===== config.mk =====
export PLATFORM = sky130hd
export DESIGN_NAME = fifo_with_remove_by_value
export DESIGN_NICKNAME = d
export VERILOG_FILES = /design/src/rtl/core/fwrv_pkg.sv /design/src/rtl/core/fwrv_cell.sv /design/src/rtl/core/fifo_with_remove_by_value.sv
export SDC_FILE = /design/constraint.sdc
export NUM_CORES = 2
export LEC_CHECK = 0
export ABC_AREA = 1
export BUFFER_PORTS_ARGS = -buffer_cell sky130_fd_sc_hd__buf_4
export CORE_MARGIN = 2
export CORE_UTILIZATION = 55
export DETAILED_ROUTE_END_ITERATION = 8
export PLACE_DENSITY_LB_ADDON = 0.3
export SLEW_MARGIN = 20
export SYNTH_ARGS = -nofsm -noshare
export SYNTH_HDL_FRONTEND = slang
export SYNTH_HIERARCHICAL = 1
export SYNTH_SLANG_ARGS = --single-unit

===== constraint.sdc =====
create_clock -name clk -period 8.8 [get_ports clk]
set_input_delay 1.76 -clock clk [delete_from_list [all_inputs] [get_ports clk]]
set_output_delay 1.76 -clock clk [all_outputs]
set_load 0.03 [all_outputs]

===== src/rtl/core/fwrv_pkg.sv =====
`timescale 1ns / 1ps
// ----------------------------------------------------------------------------
// fwrv_pkg
// Shared commands, status codes, defaults and the cell control bundle for the
// token queue with remove-by-value.
// ----------------------------------------------------------------------------
package fwrv_pkg;

  localparam int DEPTH_DEF   = 16;
  localparam int TOKEN_W_DEF = 32;

  localparam int CMD_W    = 2;
  localparam int STATUS_W = 3;
  localparam int IO_TOK_W = 32;
  localparam int FILL_W   = 5;

  localparam logic [CMD_W-1:0] CMD_ENQ = 2'd0;
  localparam logic [CMD_W-1:0] CMD_DEQ = 2'd1;
  localparam logic [CMD_W-1:0] CMD_RM  = 2'd2;
  localparam logic [CMD_W-1:0] CMD_CNT = 2'd3;

  localparam logic [STATUS_W-1:0] ST_OK       = 3'd0;
  localparam logic [STATUS_W-1:0] ST_EMPTY    = 3'd1;
  localparam logic [STATUS_W-1:0] ST_NOTFOUND = 3'd2;
  localparam logic [STATUS_W-1:0] ST_ZERO     = 3'd3;
  localparam logic [STATUS_W-1:0] ST_FULL     = 3'd4;

  // Control broadcast to every cell of the chain
  typedef struct packed {
    logic shift;        // take the right neighbour's entry
    logic keep_passed;  // cells already scanned hold their entry during a shift
    logic enq;          // tail cell loads the token
    logic scan;         // current scan cell marks itself passed
    logic clr_pass;     // restart the scan at the head
  } cell_ctrl_t;

endpackage


===== src/rtl/core/fwrv_cell.sv =====
`timescale 1ns / 1ps
// ----------------------------------------------------------------------------
// fwrv_cell
// One queue slot: holds an entry, compares it against the search token and
// takes over its right neighbour's entry when the queue closes up.
// ----------------------------------------------------------------------------
module fwrv_cell
  import fwrv_pkg::*;
#(
  parameter int TOKEN_W = TOKEN_W_DEF,
  parameter int CNT_W   = 5,
  parameter int IDX     = 0
) (
  input  logic               clk,
  input  logic               rst_n,
  input  cell_ctrl_t         ctrl,
  input  logic [TOKEN_W-1:0] tok,
  input  logic [CNT_W-1:0]   count,
  input  logic [TOKEN_W-1:0] right_data,
  input  logic               left_pass,
  output logic [TOKEN_W-1:0] data,
  output logic               pass,
  output logic               hit,
  output logic               scan_end
);

  localparam logic [CNT_W-1:0] IDX_C = CNT_W'(IDX);

  logic [TOKEN_W-1:0] data_r, data_nxt;
  logic               pass_r, pass_nxt;
  logic               cur;
  logic               occupied;

  // the scan front sits at the first cell not yet passed
  assign cur      = ~pass_r & left_pass;
  assign occupied = (IDX_C < count);
  assign hit      = cur & occupied & (data_r == tok);
  assign scan_end = cur & ~occupied;

  always_comb begin
    data_nxt = data_r;
    if (ctrl.shift && !(ctrl.keep_passed && pass_r)) begin
      data_nxt = right_data;
    end else if (ctrl.enq && (count == IDX_C)) begin
      data_nxt = tok;
    end
  end

  always_comb begin
    pass_nxt = pass_r;
    if (ctrl.clr_pass) begin
      pass_nxt = 1'b0;
    end else if (ctrl.scan && cur) begin
      pass_nxt = 1'b1;
    end
  end

  always_ff @(posedge clk) begin
    data_r <= data_nxt;
  end

  always_ff @(posedge clk) begin
    if (!rst_n) begin
      pass_r <= 1'b0;
    end else begin
      pass_r <= pass_nxt;
    end
  end

  assign data = data_r;
  assign pass = pass_r;

endmodule


===== src/rtl/core/fifo_with_remove_by_value.sv =====
`timescale 1ns / 1ps
// ----------------------------------------------------------------------------
// fifo_with_remove_by_value
// Ordered queue of nonzero tokens with enqueue, dequeue, remove-by-value and
// fill-level read, built as a chain of slot cells.
// ----------------------------------------------------------------------------
// Enqueue, dequeue and count: the command is taken when start is high and
// busy is low, and its result appears with out_valid on the next cycle.
// Remove walks a scan front from the head along the cell chain, one cell per
// cycle, and returns at the first match, or with a miss once the front passes
// the last occupied cell; a zero token is rejected without a scan, with its
// result on the next cycle. busy is high while a scan runs. Every result is
// presented for a single cycle and the receiver cannot stall it; fill_level
// reports the occupancy after the command.
// ----------------------------------------------------------------------------
module fifo_with_remove_by_value
  import fwrv_pkg::*;
#(
  parameter int DEPTH   = DEPTH_DEF,
  parameter int TOKEN_W = TOKEN_W_DEF
) (
  input  logic                clk,
  input  logic                rst_n,
  input  logic                start,
  output logic                busy,
  input  logic [CMD_W-1:0]    in_cmd,
  input  logic [IO_TOK_W-1:0] in_token,
  output logic                out_valid,
  output logic [STATUS_W-1:0] out_status,
  output logic [IO_TOK_W-1:0] out_token_out,
  output logic [FILL_W-1:0]   out_fill_level
);

  localparam int CNT_W = $clog2(DEPTH + 1);
  localparam logic [CNT_W-1:0] DEPTH_C = CNT_W'(DEPTH);

  localparam logic S_IDLE = 1'b0;
  localparam logic S_SCAN = 1'b1;

  logic                state_r, state_nxt;
  logic [CNT_W-1:0]    count_r, count_nxt;
  logic [TOKEN_W-1:0]  tok_r, tok_nxt;
  logic                out_valid_r, out_valid_nxt;
  logic [STATUS_W-1:0] out_status_r, out_status_nxt;
  logic [TOKEN_W-1:0]  out_tok_r, out_tok_nxt;

  logic                accept;
  logic [TOKEN_W+IO_TOK_W-1:0] tok_wide;
  logic [TOKEN_W-1:0]  in_tok;
  logic [TOKEN_W-1:0]  cell_tok;
  cell_ctrl_t          ctrl;

  logic [TOKEN_W-1:0]  cell_data [DEPTH];
  logic [DEPTH-1:0]    pass_vec;
  logic [DEPTH-1:0]    hit_vec;
  logic [DEPTH-1:0]    end_vec;

  logic [IO_TOK_W+TOKEN_W-1:0] out_wide;
  logic [FILL_W+CNT_W-1:0]     fill_wide;

  // token masked to TOKEN_W after the 32-bit port
  assign tok_wide = {{TOKEN_W{1'b0}}, in_token};
  assign in_tok   = tok_wide[TOKEN_W-1:0];
  assign accept   = start & ~busy;
  assign busy     = (state_r == S_SCAN);
  assign cell_tok = (state_r == S_SCAN) ? tok_r : in_tok;

  genvar g;
  generate
    for (g = 0; g < DEPTH; g++) begin : g_cell
      logic [TOKEN_W-1:0] right_d;
      logic               left_p;
      if (g == DEPTH - 1) begin : g_last
        assign right_d = '0;
      end else begin : g_mid
        assign right_d = cell_data[g+1];
      end
      if (g == 0) begin : g_head
        assign left_p = 1'b1;
      end else begin : g_body
        assign left_p = pass_vec[g-1];
      end

      fwrv_cell #(
        .TOKEN_W (TOKEN_W),
        .CNT_W   (CNT_W),
        .IDX     (g)
      ) u_cell (
        .clk        (clk),
        .rst_n      (rst_n),
        .ctrl       (ctrl),
        .tok        (cell_tok),
        .count      (count_r),
        .right_data (right_d),
        .left_pass  (left_p),
        .data       (cell_data[g]),
        .pass       (pass_vec[g]),
        .hit        (hit_vec[g]),
        .scan_end   (end_vec[g])
      );
    end
  endgenerate

  always_comb begin
    state_nxt      = state_r;
    count_nxt      = count_r;
    tok_nxt        = tok_r;
    out_valid_nxt  = 1'b0;
    out_status_nxt = ST_OK;
    out_tok_nxt    = '0;
    ctrl           = '0;

    unique case (state_r)
      S_IDLE: begin
        if (accept) begin
          unique case (in_cmd)
            CMD_ENQ: begin
              out_valid_nxt = 1'b1;
              if (in_tok == '0) begin
                out_status_nxt = ST_ZERO;
              end else if (count_r == DEPTH_C) begin
                out_status_nxt = ST_FULL;
              end else begin
                ctrl.enq  = 1'b1;
                count_nxt = count_r + 1'b1;
              end
            end
            CMD_DEQ: begin
              out_valid_nxt = 1'b1;
              if (count_r == '0) begin
                out_status_nxt = ST_EMPTY;
              end else begin
                ctrl.shift  = 1'b1;
                out_tok_nxt = cell_data[0];
                count_nxt   = count_r - 1'b1;
              end
            end
            CMD_RM: begin
              if (in_tok == '0) begin
                out_valid_nxt  = 1'b1;
                out_status_nxt = ST_ZERO;
              end else begin
                tok_nxt       = in_tok;
                ctrl.clr_pass = 1'b1;
                state_nxt     = S_SCAN;
              end
            end
            CMD_CNT: begin
              out_valid_nxt = 1'b1;
            end
            default: ;
          endcase
        end
      end
      S_SCAN: begin
        if (|hit_vec) begin
          // close the gap behind the first match; passed cells stay put
          ctrl.shift       = 1'b1;
          ctrl.keep_passed = 1'b1;
          count_nxt        = count_r - 1'b1;
          out_valid_nxt    = 1'b1;
          out_tok_nxt      = tok_r;
          state_nxt        = S_IDLE;
        end else if ((|end_vec) || pass_vec[DEPTH-1]) begin
          out_valid_nxt  = 1'b1;
          out_status_nxt = ST_NOTFOUND;
          state_nxt      = S_IDLE;
        end else begin
          ctrl.scan = 1'b1;
        end
      end
      default: state_nxt = S_IDLE;
    endcase
  end

  always_ff @(posedge clk) begin
    if (!rst_n) begin
      state_r     <= S_IDLE;
      count_r     <= '0;
      out_valid_r <= 1'b0;
    end else begin
      state_r     <= state_nxt;
      count_r     <= count_nxt;
      out_valid_r <= out_valid_nxt;
    end
  end

  always_ff @(posedge clk) begin
    tok_r <= tok_nxt;
    if (out_valid_nxt) begin
      out_status_r <= out_status_nxt;
      out_tok_r    <= out_tok_nxt;
    end
  end

  assign out_wide  = {{IO_TOK_W{1'b0}}, out_tok_r};
  assign fill_wide = {{FILL_W{1'b0}}, count_r};

  assign out_valid      = out_valid_r;
  assign out_status     = out_status_r;
  assign out_token_out  = out_wide[IO_TOK_W-1:0];
  assign out_fill_level = fill_wide[FILL_W-1:0];

endmodule


# Word level (Yosys, flattened, before mapping)
# Cells that the tools add are included.
dict set report totals {
  register_bits 602
  word_cells 378
  output_inout_bits 42
  in_bits 37
}
dict set report classes {
  n_eq_ne 41
  n_bitwise 99
  n_addsub 2
  muxes 77
  order_cmp 16
  n_reduce_logical 105
}
# op n
set ops {}
lappend ops {{$mux W32} 35}
lappend ops {{$eq A32 B32 Y1} 16}
lappend ops {{$and A1 B1 Y1} 64}
lappend ops {{$logic_and A1 B1 Y1} 64}
lappend ops {{$pmux W32 S2} 1}
lappend ops {{$eq A5 B4 Y1 const B} 8}
lappend ops {{$lt A4 B5 Y1 const A} 8}
lappend ops {{$not A1 Y1} 35}
lappend ops {{$logic_not A32 Y1} 1}
lappend ops {{$reduce_or A16 Y1} 2}
lappend ops {{$reduce_bool A2 Y1} 15}
lappend ops {{$mux W5} 5}
lappend ops {{$mux W1} 21}
lappend ops {{$eq A5 B3 Y1 const B} 4}
lappend ops {{$lt A3 B5 Y1 const A} 4}
lappend ops {{$pmux W5 S2} 2}
lappend ops {{$logic_not A1 Y1} 16}
lappend ops {{$eq A5 B2 Y1 const B} 2}
lappend ops {{$lt A1 B5 Y1 const A} 2}
lappend ops {{$lt A2 B5 Y1 const A} 2}
lappend ops {{$mux W3} 3}
lappend ops {{$ne A3 B3 Y1 const B} 3}
lappend ops {{$pmux W3 S3} 1}
lappend ops {{$mux W2} 4}
lappend ops {{18 further kinds} 22}

# Depth between registers and ports, before layout
dict set report logic_depth {
  ltp_word 11
  ltp_mapped 26
  mapped_depth_nobuf 21
}

# Hierarchy
# The synthesis kept the hierarchy.
# module cells_each seq_area_each_um2 instances area_each_um2
set modules_own_cells {}
lappend modules_own_cells {{fwrv_cell (g_cell[4].u_cell ...)} 237 980.9 2 2108.3}
lappend modules_own_cells {fifo_with_remove_by_value 404 2152.1 1 3632.2}
lappend modules_own_cells {{fwrv_cell (g_cell[12].u_cell)} 242 980.9 1 2135.8}
lappend modules_own_cells {{fwrv_cell (g_cell[13].u_cell)} 244 980.9 1 2133.3}
lappend modules_own_cells {{fwrv_cell (g_cell[10].u_cell)} 244 980.9 1 2128.3}
lappend modules_own_cells {{fwrv_cell (g_cell[2].u_cell)} 242 980.9 1 2125.8}
lappend modules_own_cells {{fwrv_cell (g_cell[5].u_cell)} 250 980.9 1 2123.3}
lappend modules_own_cells {{fwrv_cell (g_cell[8].u_cell)} 248 980.9 1 2115.8}
lappend modules_own_cells {{fwrv_cell (g_cell[15].u_cell)} 240 980.9 1 2112.0}
lappend modules_own_cells {{fwrv_cell (g_cell[0].u_cell)} 239 980.9 1 2105.8}
lappend modules_own_cells {{fwrv_cell (g_cell[11].u_cell)} 243 980.9 1 2103.3}
lappend modules_own_cells {{fwrv_cell (g_cell[1].u_cell)} 250 980.9 1 2095.8}
lappend modules_own_cells {{fwrv_cell (g_cell[3].u_cell)} 255 980.9 1 2064.5}
lappend modules_own_cells {{fwrv_cell (g_cell[14].u_cell)} 237 980.9 1 2052.0}
lappend modules_own_cells {{2 more rows} n/a n/a n/a n/a}

# Worst setup path before layout
# No wires, ideal clock.
dict set report synth_timing {
  kind {input -> register}
  from {in in_token[31]}
  to {reg g_cell[12].u_cell.data_r[0] (enable)}
  stages 8
  setup_slack_ps 1513
  setup_ps 511
  path_buffers 0
  t_required_ps 8289
  arrival_ps 6777
  path_cell_list {nor2_1 -> nand2_1 -> nor2_1 -> nand2_1 -> o21ai_0 -> nor4_1 -> nand3_1 -> o41ai_1}
}
# item line
set synth_rtl {}
lappend synth_rtl {{start: declaration} fifo_with_remove_by_value.sv:27} ;# input logic [IO_TOK_W-1:0] in_token,
lappend synth_rtl {{end signal: assignment} fwrv_cell.sv:59} ;# data_r <= data_nxt;
lappend synth_rtl {{end: declaration} fwrv_cell.sv:29} ;# logic [TOKEN_W-1:0] data_r, data_nxt;

==> impl_metrics.csv <==
group,metric,value,unit
clock_tree,root_buffer,"clkbuf_16",
clock_tree,cts_buffers,68,
place,gp_congestion,0.919,
sta,drv_slew,0,
synthesis,yosysSeqAreaShare,47.9,%
sta,period_share,73.1,%
min_path,holdPathEnd,"g_cell[15].u_cell/pass",
clock_tree,clk_pin_slew,0.06,ns
status,outcome,"finished clean",
global_route,use_met1,38.8,%
sta,hold_viol,0,
power,powerDensity,185,nW/um2
drt,drtAntennaViolNets,0,
critical_path,r2r_end,"g_cell[1].u_cell/data[18]",
clock_tree,htree_levels,3,
sta,clock_skew,0.0284,ns
sta,worst_pin_slew,1.18,ns
flow_run,drv_cap,0,
synthesis,syn-cell-area,37200,um2
critical_path,path_cells,"buf_4, nand2_1, nand2_2, inv_1, nand2_1, o21ai_0, nor2_1, nand2_1, nor2_1, nand3_1, nor2_1, nor2_1, nand2_1, nor2_1, nand2_1, nand2_1, nand2_2, nand2_4, o21ai_2, buf_4",
drt,viasPerCell,5.43,
floorplanning,die_w,264,um
critical_path,worstPathRequired,9.07,ns
clock_tree,cts_buffer_depth,3,
global_route,grt_first_pass_wirelength,157000,um
synthesis,synth.distinct_cells,47,
min_path,hp-class,"flip-flop to flip-flop",
final_layout,drive_gt1_share,17.4,%
final_layout,synthToLayoutAreaGrowth,9.00,%
drt,first_pass_iters,5,
synthesis,synth_area_leader_cell,"edfxtp_1",
synthesis,ys_ff_latch,602,
drt,route.detailed.drc,0,
critical_path,reg2reg_slack,2.47,ns
global_route,grt_overflow_total,0,
critical_path,worst_r2r_startpoint,"busy",
global_route,use_met3,6.12,%
critical_path,crit_path_start_kind,"input pin",
sta,rsz0062_at_grt,"no",
synthesis,yosysMostFrequentCell,"nand2_1",
synthesis,ys.flop_type,"edfxtp_1",
sta,fmax,156,MHz
min_path,hold_start,"g_cell[15].u_cell/pass",
floorplanning,die_h,264,um
global_route,antenna_found_initial,0,
global_route,track_usage,29.4,%
drt,post_drt_wl_per_cell,19.6,um
min_path,holdPathStages,2,
critical_path,crit_path_max_incr_delay,0.79,ns
floorplanning,start_util,55.5,%
final_layout,regArea,17800,um2
critical_path,worst-r2r-cell-count,21,
sta,slew_headroom,20.8,%
floorplanning,core,67000,um2
global_route,grtUsageMet2,47.7,%
final_layout,num_antenna_cells,0,
drt,wirelength,105000,um
drt,drtIter0Drc,3223,
sta,fin_crit,6.43,ns
global_route,top_usage_layer,"met2",
synthesis,ys_async_sr_fraction,0,%
clock_tree,cts-hold-fix-buffers,0,
sta,fin_tns_setup,0,ns
floorplanning,io-pin-count,79,
critical_path,crit_fanout,55,
synthesis,ys_top_cells_by_count,"1,204 x nand2_1, 681 x nor2_1, 636 x inv_1, 579 x edfxtp_1, 236 x a21oi_2",
global_route,grt_pass1_vias,27500,
power,ir_worst_vdd,0.147,mV
synthesis,synth_area_per_cell,8.68,um2
global_route,grt_max_degree,58,
clock_tree,post_cts_resize_count,0,
place,hpwlAfterDp,70800,um
clock_tree,clock_sinks,602,
critical_path,worstSetupEndpointType,"flip-flop",
synthesis,synthCells,4290,
power,p_leak,18.2,nW
synthesis,yosys-top-cells-area,"edfxtp_1 47%, nand2_1 12%, nor2_1 6.9%",
place,port_buffers,78,
critical_path,crit_top_cell,"nand2_1",
clock_tree,post_cts_buffers,0,
sta,setup_viol,0,
critical_path,cp_slowest_cell,"nand2_2",
synthesis,yosys_warnings,6,
clock_tree,cts_tree,"yes",
critical_path,path_class,"input pin to flip-flop",
final_layout,post-route-util,60.5,%
synthesis,synth_enable_flop_cells,579,
drt,vias,29000,
floorplanning,row_count,95,
synthesis,yosys.area.top_type_share,46.7,%
final_layout,nFillCells,5798,
floorplanning,dieArea,69800,um2
clock_tree,clk_latency,0.63,ns
final_layout,multi_input_area,16000,um2
final_layout,final_nets,4461,
critical_path,crit_arrival,6.70,ns
-- area by class of cell --
type | count | share of cell area, %
clock buffers | 98 | 4.60
multi-input cells | 2949 | 39.5
well taps | 873 | 2.69
repair buffers | 128 | 2.37
clock inverters | 25 | 0.651
flip-flops and latches | 602 | 44.0
inverters | 673 | 6.24
-- power by group --
part / internal (mW) / total (mW) / switching, mW
sequential: 3.32 / 3.42 / 0.0906
combinational: 0.455 / 1.29 / 0.833
clock: 1.58 / 2.80 / 1.21
-- stage by stage --
| stage | instance area (um2) | cells | hold WS, ns | setup slack (ns) | power [mW] |
|---|---|---|---|---|---|
| detailed placement | 38400 | 5225 | 0.561 | 1.88 | 4.73 |
| global route | 40600 | 5348 | 0.603 | 2.15 | 7.75 |
| finish | 40600 | 5348 | 0.577 | 2.37 | 7.50 |
| floorplan | 37300 | 4322 | 0.525 | 1.51 | 4.37 |
| CTS | 40600 | 5348 | 0.573 | 2.51 | 7.50 |
| global placement | 38400 | 5225 | 0.545 | 1.96 | 4.70 |
-- layout by cell type, fill, tap and decap left out, types with 6 or more instances in the layout --
cell type,count
nand2_1,1180
nor2_1,681
inv_1,636
edfxtp_1,579
a21oi_2,236
xnor2_1,135
buf_4,128
mux2_4,127
a21oi_1,103
o21ai_0,98
nand3_1,88
mux2_2,70
clkbuf_16,68
nand2_2,42
inv_2,36
conb_1,34
xor2_1,26
clkbuf_1,25
dfxtp_1,23
nor3_1,21
nand2_4,19
nor3b_1,16
o21ai_1,15
o21ai_2,9
clkinv_1,8
nand4_1,7
nor2_2,6
-- per-layer routing --
layer | wire [um] | vias to the layer above
li1 | - | 13900
met1 | 42800 | 13600
met2 | 48700 | 1281
met3 | 9780 | 213
met4 | 3460 | 0
met5 | 0 | -
-- kinds of logic (layout without fill, tap and decap cells) --
kind of cell | Yosys count | count (layout) | share of synthesized area (%)
muxes | 197 | 197 | 7.24
AOI/OAI and AO/OA | 475 | 475 | 8.92
adders and majority gates | 2 | 2 | 0.0672
buffers and inverters | 771 | 924 | 9.71
xor gates and xnor gates | 161 | 161 | 3.79
other | 2 | 34 | 0.0202
DFF | 602 | 602 | 47.9
and+or+nand+nor | 2080 | 2080 | 22.3
-- worst max path at each step --
stage	to	depth (start not counted)	start
global placement	g_cell[1].u_cell/data[2]	21	in_token[24]
CTS	g_cell[1].u_cell/data[18]	21	in_token[24]
global route	g_cell[1].u_cell/data[18]	21	in_token[8]
detailed placement	g_cell[1].u_cell/data[14]	21	in_token[24]
finish	g_cell[1].u_cell/data[18]	20	in_token[0]
floorplan	g_cell[12].u_cell/data[0]	8	in_token[31]
-- state kept, by name (all words and copies together) (netlist names) --
signal              cells
g_cell.u_cell/data    512
g_cell.u_cell/pass     16
out_fill_level          5
out_token_out          32
out_valid               1
tok_r                  32
busy                    1
out_status              3
-- critical path: cells and delay by family --
kind,cells,cell delay [ns]
and+or+nand+nor,15,3.66
buffers and inverters,3,0.77
AOI/OAI and AO/OA,2,0.43
(Power assumes the default switching activity.)
